**config.mk**
```make
export PLATFORM = sky130hd
export DESIGN_NAME = clh_mix_pipe
export DESIGN_NICKNAME = d
export VERILOG_FILES = /design/src/hw/rtl/clh_pkg.sv /design/src/hw/rtl/clh_mix_pipe.sv
export SDC_FILE = /design/constraint.sdc
export NUM_CORES = 2
export LEC_CHECK = 0
export BUFFER_PORTS_ARGS = -buffer_cell sky130_fd_sc_hd__buf_2
export CORE_MARGIN = 8
export CORE_UTILIZATION = 55
export DETAILED_ROUTE_END_ITERATION = 10
export GPL_TIMING_DRIVEN = 0
export PLACE_DENSITY = 0.72
export SKIP_LAST_GASP = 1
export SLEW_MARGIN = 20
export SYNTH_ARGS = -nofsm -noshare
export SYNTH_HDL_FRONTEND = slang
export SYNTH_SLANG_ARGS = --single-unit
```
**constraint.sdc**
```tcl
create_clock -name clk -period 4.64 [get_ports clk]
set_clock_uncertainty 0.2 [all_clocks]
set_input_delay 0.464 -clock clk [delete_from_list [all_inputs] [get_ports clk]]
set_output_delay 0.464 -clock clk [all_outputs]
set_load 0.005 [all_outputs]
```
**src/hw/rtl/clh_pkg.sv**
```systemverilog
// ----------------------------------------------------------------------------
// clh_pkg: shared types and functions for the case-folded lookup2 hash
// Fold and sign-extend of one character, one line of the lookup2 mix,
// and the records that travel between pipeline sections.
// ----------------------------------------------------------------------------
`default_nettype none

package clh_pkg;

  localparam logic [31:0] GOLDEN_SEED = 32'h9e3779b9;
  localparam logic [3:0]  BLOCK_BYTES = 4'd12;
  localparam logic [31:0] EMPTY_ID    = 32'hFFFFFFFF;

  // lines in one full mix; the mix pipe registers every line but the last
  localparam int MIX_LINES   = 9;
  // cycles a finish request waits so the last block mix has landed in base
  localparam int FINAL_DELAY = 10;

  typedef struct packed {
    logic [31:0] a;
    logic [31:0] b;
    logic [31:0] c;
  } mix_state_t;

  // finish request: addends still owed to the state before the final mix
  typedef struct packed {
    logic        empty;
    logic        use_base;
    logic [31:0] add_a;
    logic [31:0] add_b;
    logic [31:0] add_c_lane;
    logic [31:0] add_len;
  } final_job_t;

  // fold a-z to upper case, then sign-extend as a signed char
  function automatic logic [31:0] fold_extend(input logic [7:0] ch);
    logic [7:0] u;
    u = ch;
    if (ch inside {[8'h61:8'h7A]}) begin
      u = ch - 8'h20;
    end
    return {{24{u[7]}}, u};
  endfunction

  // one line of the lookup2 mix; each line rewrites a single word
  function automatic mix_state_t mix_step(input mix_state_t s, input logic [3:0] line);
    mix_state_t r;
    r = s;
    case (line)
      4'd0: r.a = (s.a - s.b - s.c) ^ (s.c >> 13);
      4'd1: r.b = (s.b - s.c - s.a) ^ (s.a << 8);
      4'd2: r.c = (s.c - s.a - s.b) ^ (s.b >> 13);
      4'd3: r.a = (s.a - s.b - s.c) ^ (s.c >> 12);
      4'd4: r.b = (s.b - s.c - s.a) ^ (s.a << 16);
      4'd5: r.c = (s.c - s.a - s.b) ^ (s.b >> 5);
      4'd6: r.a = (s.a - s.b - s.c) ^ (s.c >> 3);
      4'd7: r.b = (s.b - s.c - s.a) ^ (s.a << 10);
      4'd8: r.c = (s.c - s.a - s.b) ^ (s.b >> 15);
      default: r = s;
    endcase
    return r;
  endfunction

endpackage

`default_nettype wire

```
**src/hw/rtl/clh_mix_pipe.sv**
```systemverilog
// ----------------------------------------------------------------------------
// clh_mix_pipe: pipelined lookup2 mix
// One mix line per stage; the last line is left combinational so the
// caller can register the result where it needs it.
// ----------------------------------------------------------------------------
`default_nettype none

module clh_mix_pipe
  import clh_pkg::*;
(
  input  logic       clk,
  input  logic       rst,
  input  logic       en,
  input  logic       in_valid,
  input  mix_state_t in_st,
  output logic       out_valid,
  output mix_state_t out_st,
  output logic       busy
);

  localparam int STAGES = MIX_LINES - 1;

  logic [STAGES:1] vld;
  mix_state_t      st      [1:STAGES];
  mix_state_t      st_next [1:STAGES];

  always_comb begin
    st_next[1] = mix_step(in_st, 4'd0);
    for (int i = 2; i <= STAGES; i++) begin
      st_next[i] = mix_step(st[i-1], 4'(i - 1));
    end
  end

  always_ff @(posedge clk) begin
    if (rst) begin
      vld <= '0;
    end else if (en) begin
      vld <= {vld[STAGES-1:1], in_valid};
    end
  end

  always_ff @(posedge clk) begin
    if (en) begin
      for (int i = 1; i <= STAGES; i++) begin
        st[i] <= st_next[i];
      end
    end
  end

  assign out_valid = vld[STAGES];
  assign out_st    = mix_step(st[STAGES], 4'(STAGES));
  assign busy      = |vld;

endmodule

`default_nettype wire
```
==> results.txt <==
post-synthesis sequential area ratio: 49.4%
area leader, netlist: edfxtp_1
DRT antenna net count: 0
nets: 4836
WL/cell: 18.3 µm
met2 Track Usage GR: 37.5%
Die W: 308 µm
Routability Congestion: 0.917
1st-iter DRT viols: 1552
final wirelength: 98400 µm
number of synthesized register bits: 776
Final Cycle Share: 96.4%
Synth-to-Final Area Change: 13.1%
Mean Syn Cell Area: 12.4 µm²
Clock Path Buffers: 3
CTS sink count: 776
final setup violation count: 0
commonest non-fill, non-tap cells in the layout: edfxtp_1 (768), inv_1 (636), xnor2_1 (342)
diode count: 0
DRC Markers: 0
Syn. warnings: 0
H-tree depth: 3
chip height: 308 µm
die area: 95200 µm²
met3 Use GR: 3.00%
Startpoint Class: flip-flop
largest net degree at the start of global routing: 114
post-DP HPWL: 77800 µm
worst skew pair latency: 630 ps
Most used DFF post-synth: edfxtp_1
Worst Path Required: 3980 ps
Setup TNS Final: 0 ps
post-synth top area share: 49.0%
Rel. slew slack: 31.6%
Hold Path Class: in -> reg
synthesized instance count: 3806
initial core utilization: 55.3%
first-pass iteration count of the detailed router: 5
global-route wire length before repair: 155000 µm
initial antenna violation count: 0
Reg2Reg Depth: 12
Setup WS post-layout: 166 ps
met1 Track Usage GR: 23.9%
# port buffers: 196
CTS tree: yes
vias in the first global route: 29530
CTS buffer count: 82
Final min period: 4470 ps
fraction of registers with async set/reset: 0%
maxcap violations: 0
core footprint: 85000 µm²
final hold vios: 0
critical path class: reg -> out
Non-Filler Instances: 5374
Synth cell types: 78
CTS clk-pin slew, worst paths: 60 ps
Net Count, Synth: 4476
busiest grt layer: met2
crit end category: output pin
EDFF count, synth: 768
Max Freq: 224 MHz
worst slew pin tran: 1000 ps
Final Util: 62.6%
DP Cell Count: 5153
Via density: 5.28
worst endpoint data arrival time: 3810 ps
Cell Area, Synth: 47000 µm²
Worst Hold Depth: 1
GRT Util Overall: 20.7%
commonest non-fill, non-tap cell in the layout: edfxtp_1
share of layout cells above drive strength 1: 10.5%
Vias: 28392
row count: 107
clk root buf: clkbuf_16
ranking of synthesized cells by area: edfxtp_1 (49%), fa_1 (12%), ha_1 (7.9%)
# IOs: 198
CP max FO: 5
RSZ-0062 raised after global routing: yes
dpl ws: 116 ps
Slew Limit Fails: 0
GRT Residual Overflow: 0
status: finished, final reports clean
[critical path, stage by stage (launching register included)]
cell and delay, ps:
edfxtp_1 390, inv_1 100, fa_1 460, ha_4 280, a21o_1 170, a21oi_2 140, o21a_1 220, nor2_2 60
or2_4 260, a21oi_4 210, o211ai_1 160, buf_4 200, a221oi_4 230, xnor2_1 160, buf_2 150
[logic make-up (layout without fill, tap and decap cells)]
logic type,Yosys count,after routing,share of synthesized area [%]
flip-flops,776,776,49.4
buffers and inverters,725,1149,6.30
XOR/XNOR,482,482,8.97
adder cells (fa/ha/maj),570,570,19.5
AND/OR/NAND/NOR,498,498,5.20
AO/OA/AOI/OAI,742,742,10.4
multiplexers,13,13,0.279
[Yosys cell counts (all sizes together), types with 31 or more instances]
master and instances:
fa 273, a21oi 249, nand4 38, o21a 31, o21ai 107, nor3 43
xor2 139, nand3 47, nand2 133, ha 297, edfxtp 768, a21o 161
nor2 108, buf 66, inv 637, xnor2 343, a31oi 31
[registers in the layout (all words and copies together) (netlist names)]
signal / cells
vld: 8
st: 768
[repair_timing]
action	CTS	global route
resized for setup	13	19
buffers inserted	3	3
endpoints found under the setup margin	11	13
pin swaps	4	12
endpoints found under the hold margin	72	0
hold buffers	67	0
[layer usage]
metal / part of all wire [%] / vias up
li1: - / 13893
met1: 40 / 13530
met2: 50 / 702
met3: 4.0 / 267
met4: 5.7 / 0
met5: 0 / -
[worst paths after layout]
kind / from / endpoint / slack [ps]
worst max-delay path: st[0][806] / out_st[31] / 170
worst min register to register: st[0][105] / st[0][201] / 250
worst max register to register: st[0][166] / st[0][251] / 340
worst min-delay path: en / st[0][189] / 100
[final cells by class]
class / instances / area [µm²]
Fill cell: 6601 / 31800
Sequential cell: 776 / 23200
Multi-Input combinational cell: 2305 / 21000
Inverter: 637 / 2390
Clock buffer: 104 / 2220
Timing Repair Buffer: 276 / 1900
Tap cell: 1144 / 1430
Buffer: 88 / 572
Clock inverter: 44 / 442
[metrics by stage]
step	area [µm²]	hold WS, ps
after floorplan	47000	226
after global placement	49500	229
after detailed placement	49700	232
after CTS	53100	77.3
after global routing	53200	117
final	53200	97.1
Power is left out: the tool's default activity adds up to more than one toggle a clock period on the data nets, which glitch-free logic cannot reach.
